<file path="src/design/oaids_pkg.sv">
`timescale 1ns / 1ps
`default_nettype none
// ----------------------------------------------------------------------------
// oaids_pkg: shared definitions for the ordered array block
// Sizes, request and status codes, and the structs passed between the
// control, the entry cells and the reduction tree.
// ----------------------------------------------------------------------------
package oaids_pkg;

   localparam int DEPTH  = 64;
   localparam int DATA_W = 32;
   localparam int IDX_W  = (DEPTH > 1) ? $clog2(DEPTH) : 1;
   localparam int CNT_W  = $clog2(DEPTH + 1);
   localparam int TYPE_W = 3;
   localparam int STAT_W = 2;

   // Reduction tree: groups of eight cells, then one level over the groups.
   localparam int GRP    = 8;
   localparam int GRP_W  = 3;
   localparam int NGRP   = (DEPTH + GRP - 1) / GRP;
   localparam int ISEL_W = IDX_W + GRP_W;

   localparam logic [TYPE_W-1:0] REQ_CLEAR  = 3'd0;
   localparam logic [TYPE_W-1:0] REQ_APPEND = 3'd1;
   localparam logic [TYPE_W-1:0] REQ_INSERT = 3'd2;
   localparam logic [TYPE_W-1:0] REQ_DELETE = 3'd3;
   localparam logic [TYPE_W-1:0] REQ_SEARCH = 3'd4;
   localparam logic [TYPE_W-1:0] REQ_READ   = 3'd5;

   localparam logic [STAT_W-1:0] STAT_OK   = 2'd0;
   localparam logic [STAT_W-1:0] STAT_BAD  = 2'd1;
   localparam logic [STAT_W-1:0] STAT_MISS = 2'd2;

   // Broadcast to every cell; the operation flags are high only in the
   // cycle a transaction is accepted and has passed its checks.
   typedef struct packed {
      logic              append;
      logic              insert;
      logic              delete;
      logic              search;
      logic              read;
      logic [CNT_W-1:0]  count;
      logic [CNT_W-1:0]  pos;
      logic [DATA_W-1:0] value;
   } cell_cmd_type;

   typedef struct packed {
      logic              hit;
      logic [IDX_W-1:0]  index;
      logic [DATA_W-1:0] value;
   } reduce_result_type;

endpackage
`default_nettype wire

</file>
<file path="src/design/oaids_cell.sv">
`timescale 1ns / 1ps
`default_nettype none
// ----------------------------------------------------------------------------
// oaids_cell: one entry of the ordered array
// Holds one value, takes its neighbor's value on insert or delete, loads a
// new value, and registers a match flag for search and read.
// ----------------------------------------------------------------------------
module oaids_cell (
   input  wire                              clock,
   input  oaids_pkg::cell_cmd_type          cmd,
   input  wire  [oaids_pkg::IDX_W-1:0]      cell_index,
   input  wire  [oaids_pkg::DATA_W-1:0]     left_value,
   input  wire  [oaids_pkg::DATA_W-1:0]     right_value,
   output logic [oaids_pkg::DATA_W-1:0]     value,
   output logic                             match
);

   logic [oaids_pkg::DATA_W-1:0] value_ff;
   logic [oaids_pkg::DATA_W-1:0] value_in;
   logic                         match_ff;
   logic                         match_in;
   logic [oaids_pkg::CNT_W-1:0]  idx;

   assign idx = oaids_pkg::CNT_W'(cell_index);

   always_comb begin
      value_in = value_ff;
      match_in = match_ff;
      if (cmd.append && (idx == cmd.count)) begin
         value_in = cmd.value;
      end
      if (cmd.insert) begin
         if (idx == cmd.pos) begin
            value_in = cmd.value;
         end else if (idx > cmd.pos) begin
            value_in = left_value;
         end
      end
      if (cmd.delete && (idx >= cmd.pos)) begin
         value_in = right_value;
      end
      // Cells at or above the count never report a search hit.
      if (cmd.search) begin
         match_in = (value_ff == cmd.value) && (idx < cmd.count);
      end
      if (cmd.read) begin
         match_in = (idx == cmd.pos);
      end
   end

   always_ff @(posedge clock) begin
      value_ff <= value_in;
      match_ff <= match_in;
   end

   assign value = value_ff;
   assign match = match_ff;

endmodule
`default_nettype wire

</file>
<file path="config.mk">
export PLATFORM = sky130hd
export DESIGN_NAME = oaids_cell
export DESIGN_NICKNAME = d
export VERILOG_FILES = /design/src/design/oaids_pkg.sv /design/src/design/oaids_cell.sv
export SDC_FILE = /design/constraint.sdc
export NUM_CORES = 1
export LEC_CHECK = 0
export BUFFER_PORTS_ARGS = -buffer_cell sky130_fd_sc_hd__buf_2
export CAP_MARGIN = 10
export CORE_MARGIN = 8
export CORE_UTILIZATION = 37
export CTS_BUF_LIST = sky130_fd_sc_hd__clkbuf_4 sky130_fd_sc_hd__clkbuf_8
export CTS_CLUSTER_DIAMETER = 50
export DETAILED_ROUTE_END_ITERATION = 12
export PLACE_DENSITY = 0.62
export REMOVE_ABC_BUFFERS = 1
export SYNTH_ARGS = -nofsm -noshare
export SYNTH_HDL_FRONTEND = slang
export SYNTH_SLANG_ARGS = --single-unit
</file>
<file path="constraint.sdc">
create_clock -name clock -period 3.63 [get_ports clock]
set_clock_uncertainty 0.1 [all_clocks]
set_input_delay 0.5445 -clock clock [delete_from_list [all_inputs] [get_ports clock]]
set_output_delay 0.5445 -clock clock [all_outputs]
set_load 0.02 [all_outputs]
</file>
**After elaboration in Yosys (flattened, before gate mapping)**

Cells that the tools add are included.
W data, S select, Z words.

- Eq/ne operators: 3
- $lt $le $gt $ge: 3
- Mux-type cells: 7
- Reduce and logical (&&, ||, !) cells: 4

Operators by type and width:

| kind | count |
|---|---|
| $mux W32 | 5 |
| $eq A32 B32 Y1 | 1 |
| $eq A6 B7 Y1 | 2 |
| $ge A6 B7 Y1 | 1 |
| $gt A6 B7 Y1 | 1 |
| $lt A6 B7 Y1 | 1 |
| $logic_and A1 B1 Y1 | 3 |
| $mux W1 | 2 |
| $reduce_bool A2 Y1 | 1 |

- Bits in registers: 33
- Input port bits: 122
- Output and inout bits: 33

**Logic depth before layout (Yosys ltp)**

- Word-level depth: 7
- Gate-level depth with buffers: 9

**Worst setup path before layout**

Ideal clock, no wire load.

- Kind: input port to flip-flop
- Start: input port cmd[34] (netlist bit)
- End: register value_ff, in the netlist value[10]
- Slack: 1.464 ns
- Setup time: 0.074 ns
- Buffers on the path: 1
- Required time: 3.456 ns
- Stages: 8
- Data arrival time: 1.992 ns
- Cell sequence: inv_1 ha_1 and3_4 o31a_1 o21ai_4 buf_2 nor2_1 a31oi_1

- Word-level cells in the longest chain between the ends: 5

RTL lines:

| item | line | RTL |
|---|---|---|
| start, declared | oaids_cell.sv:10 | `input oaids_pkg::cell_cmd_type cmd,` |
| $gt A6 B7 Y1 | oaids_cell.sv:35 | `end else if (idx > cmd.pos) begin` |
| $mux W32 | oaids_cell.sv:35 |  |
| $mux W32 | oaids_cell.sv:33 | `if (idx == cmd.pos) begin` |
| $mux W32 | oaids_cell.sv:32 | `if (cmd.insert) begin` |
| $mux W32 (*) | oaids_cell.sv:39 | `if (cmd.delete && (idx >= cmd.pos)) begin` |
| net value_in (one bit) | oaids_cell.sv:19 | `logic [oaids_pkg::DATA_W-1:0] value_in;` |
| end signal, assigned | oaids_cell.sv:52 | `value_ff <= value_in;` |
| end, declared | oaids_cell.sv:18 | `logic [oaids_pkg::DATA_W-1:0] value_ff;` |

Mark *: on every way through the listed nets, which the timed path passes. The rest lies on a longest branch.
A chain may end at the register's enable or synchronous reset.

**Worst setup path after layout**

- Start: input port cell_index[4] (netlist bit)
- End: register value_ff, in the netlist value[0]

- Word-level cells in the longest chain between the ends: 7

RTL lines:

| item | line | RTL |
|---|---|---|
| start, declared | oaids_cell.sv:11 | `input wire [oaids_pkg::IDX_W-1:0] cell_index,` |
| parallel branches: the longest is 6 deep, another holds $gt A6 B7 Y1 | - |  |
| $mux W32 (*) | oaids_cell.sv:39 |  |
| net value_in (one bit) | oaids_cell.sv:19 |  |

Mark *: on every way through the listed nets, which the timed path passes.

==> results.md <==
* Clock share of power at 0.167
* Core Rows at 35
* Worst Setup Start Kind: input port
* Area contributors post-synth: dfxtp_1, o32ai_2, mux2_2
* Static Leak at 2.17 nW
* # clock sinks at 33
* Largest stage delay, worst path at 0.87 ns
* Number of global-route vias before repair at 3803
* DP Wirelength at 8.60 mm
* CP arrival at 2.62 ns
* Most common cell after layout, fill and taps aside: buf_2
* DRT Wirelength at 11.6 mm
* Total GRT Usage at 0.175
* Library cells used by synthesis at 36
* Slew @ Worst Pin at 0.961 ns
* IO Count at 155
* Hold path depth at 3
* Post-synth top area share at 0.184
* P&R area growth vs syn at 27.3%
* Post-DP Area at 0.00433 mm^2
* Total iterations of the first detailed-routing run at 4
* DR top layer: met4
* CORE AREA at 0.00920 mm^2
* Initial antenna violation count at 0
* Root Driver: clkbuf_8
* Share of cells above drive strength 1 at 0.410
* Setup-failing EPs final at 0
* Synth area leader: dfxtp_1
* IO Port Bufs at 154
* Met3 WL at 787 um
* Max-cap violations at 0
* Post-cts sizing count at 0
* Finished Cell Area at 0.00443 mm^2
* R2R cell count at 5
* Skew-Pair Late Insertion Delay at 0.28 ns
* Post-CTS Setup Inserts at 0
* Initial Utilization at 0.378
* Part of the power in registers at 0.325
* Switching pwr at 0.775 mW
* Antenna-violating nets left at 0
* Post-layout util at 0.481
* Period utilisation layout at 0.691
* Worst-path clk slew at 0.08 ns
* Crit Path Class: input port to flop
* P_int at 1.10 mW
* First-pass GRT wire length at 18.7 mm
* Register bit total from synthesis at 33
* Final Hold Violating Endpoints at 0
* CTS Buffer Depth at 2
* CTS HTree Levels at 2
* Achievable frequency at 399 MHz
* Outcome: finished clean
* Mapped Cells at 451
* Yosys warnings at 0
* Crit-path max FO at 32
* Critical path endpoint category: flop
* CTS buffer count at 5
* DRC violations left at 0
* Final hold slack at 0.419 ns
* Met1 Wirelength at 5.21 mm
* Die Ht at 113 um
* Antenna diode count at 0
* Final min period at 2.51 ns
* Sw Ratio at 0.413
* Fin nets at 719
* Average size of a mapped cell at 7.71 um^2
* Mapped Area at 0.00348 mm^2
* CP max-delay cell: or3_2
* Commonest non-fill, non-tap cells in the layout: buf_2, nand2_1, inv_1, nor2_1
* Largest net degree at the start of global routing at 64
* RSZ-0062 raised after global routing: false
* Number of max-slew violations in the final report at 0
* Req. time, crit path at 3.74 ns
* GPL Wtd Cong at 0.810
* Iter 0 DRT Violations at 175
* Drt wl/cell at 16.6 um
* Power Density at 424 mW/mm^2
* Die ar. at 0.0128 mm^2
* Hold crit path type: input port to flop
* Vias at 3670
* Comb pwr share at 0.508
* Vias/cell at 5.27
* CTS tree: built
* CP Cell Sequence: buf_2 > ha_1 > a211oi_1 > or3_2 > o32ai_1 > o21ai_0 > a31oi_1
* Grt total ovfl at 0
* Slew HR at 0.359
* Met2 wire len at 5.52 mm
* Hold buffer count at cts at 0
* Chip width at 113 um
* Seq/Total Area, Yosys at 0.193
* Max rail drop VDD at 0.227 mV
final timing paths:
| check | start | slack, ns | to |
|---|---|---|---|
| max | cell_index[4] | 1.12 | value[0] |
| min | right_value[15] | 0.42 | value[15] |
| min reg2reg | value[8] | 0.64 | value[8] |
| max reg2reg | value[14] | 1.84 | match |
per-stage QoR:
step	setup TNS [ns]	power, mW	worst slack, ns	instances
finish	0	1.88	1.12	697
global route	0	2.02	0.934	697
CTS	0	1.90	1.10	697
detailed placement	0	1.58	0.801	689
global placement	0	1.56	0.862	689
floorplan	-2.72	1.24	-0.152	416
cells by family (layout without fill, tap and decap cells):
| family | count (synthesis) | count (layout) | share of synthesized area |
|---|---|---|---|
| fa+ha+maj | 12 | 12 | 0.0432 |
| compound gates | 110 | 110 | 0.277 |
| flops | 33 | 33 | 0.193 |
| mux | 32 | 32 | 0.104 |
| xor+xnor | 31 | 31 | 0.0781 |
| simple gates | 153 | 153 | 0.206 |
| buf+inv | 80 | 215 | 0.100 |
critical path: cells and delay by family:
kind | cells | cell delay [ns]
fa+ha+maj | 1 | 0.30
buf+inv | 1 | 0.11
simple gates | 1 | 0.87
compound gates | 4 | 0.77
sequential cells by signal, summed over array words and instances, names as in the netlist:
register  count
match         1
value        32
synth_stat cells:
library cell,instances
or2_2,1
clkbuf_1,12
and3b_1,1
a21o_1,3
nand2_1,65
o31a_1,1
and3_4,1
nand4b_1,2
ha_1,12
nand3_1,1
o21ai_2,1
or3_1,1
edfxtp_1,1
xor2_1,14
o32ai_1,3
dfxtp_1,32
nor4_1,4
o211ai_1,1
a31oi_1,32
o21ai_0,3
o21ai_1,31
and3_1,31
o31ai_1,1
inv_1,45
nand4_1,6
buf_6,3
o32ai_2,29
buf_2,20
and4b_1,1
a21oi_1,3
nor2_1,36
mux2_2,32
o21ai_4,1
xnor2_1,17
nor3_1,3
a211oi_1,1
final cells by class:
type                       instances  area, um^2
multi-input combinational        338        2500
fill                             943        4770
clock buffer                       8        97.6
tap                              111         139
sequential                        33         671
timing repair buffer             162         856
inverter                          45         169
power groups by stage:
stage / clock [mW] / sequential (mW) / combinational, mW
floorplan: 0 / 0.760 / 0.477
global placement: 0 / 0.612 / 0.948
detailed placement: 0 / 0.619 / 0.961
CTS: 0.325 / 0.612 / 0.965
global route: 0.344 / 0.630 / 1.04
finish: 0.314 / 0.611 / 0.954
routing by layer:
metal | up-vias | GRT usage
met5 | - | 0
met4 | 0 | 0.0302
met3 | 6 | 0.0479
met2 | 108 | 0.302
met1 | 1685 | 0.215
li1 | 1871 | -
Note: power is estimated with default switching activity, not from simulation.
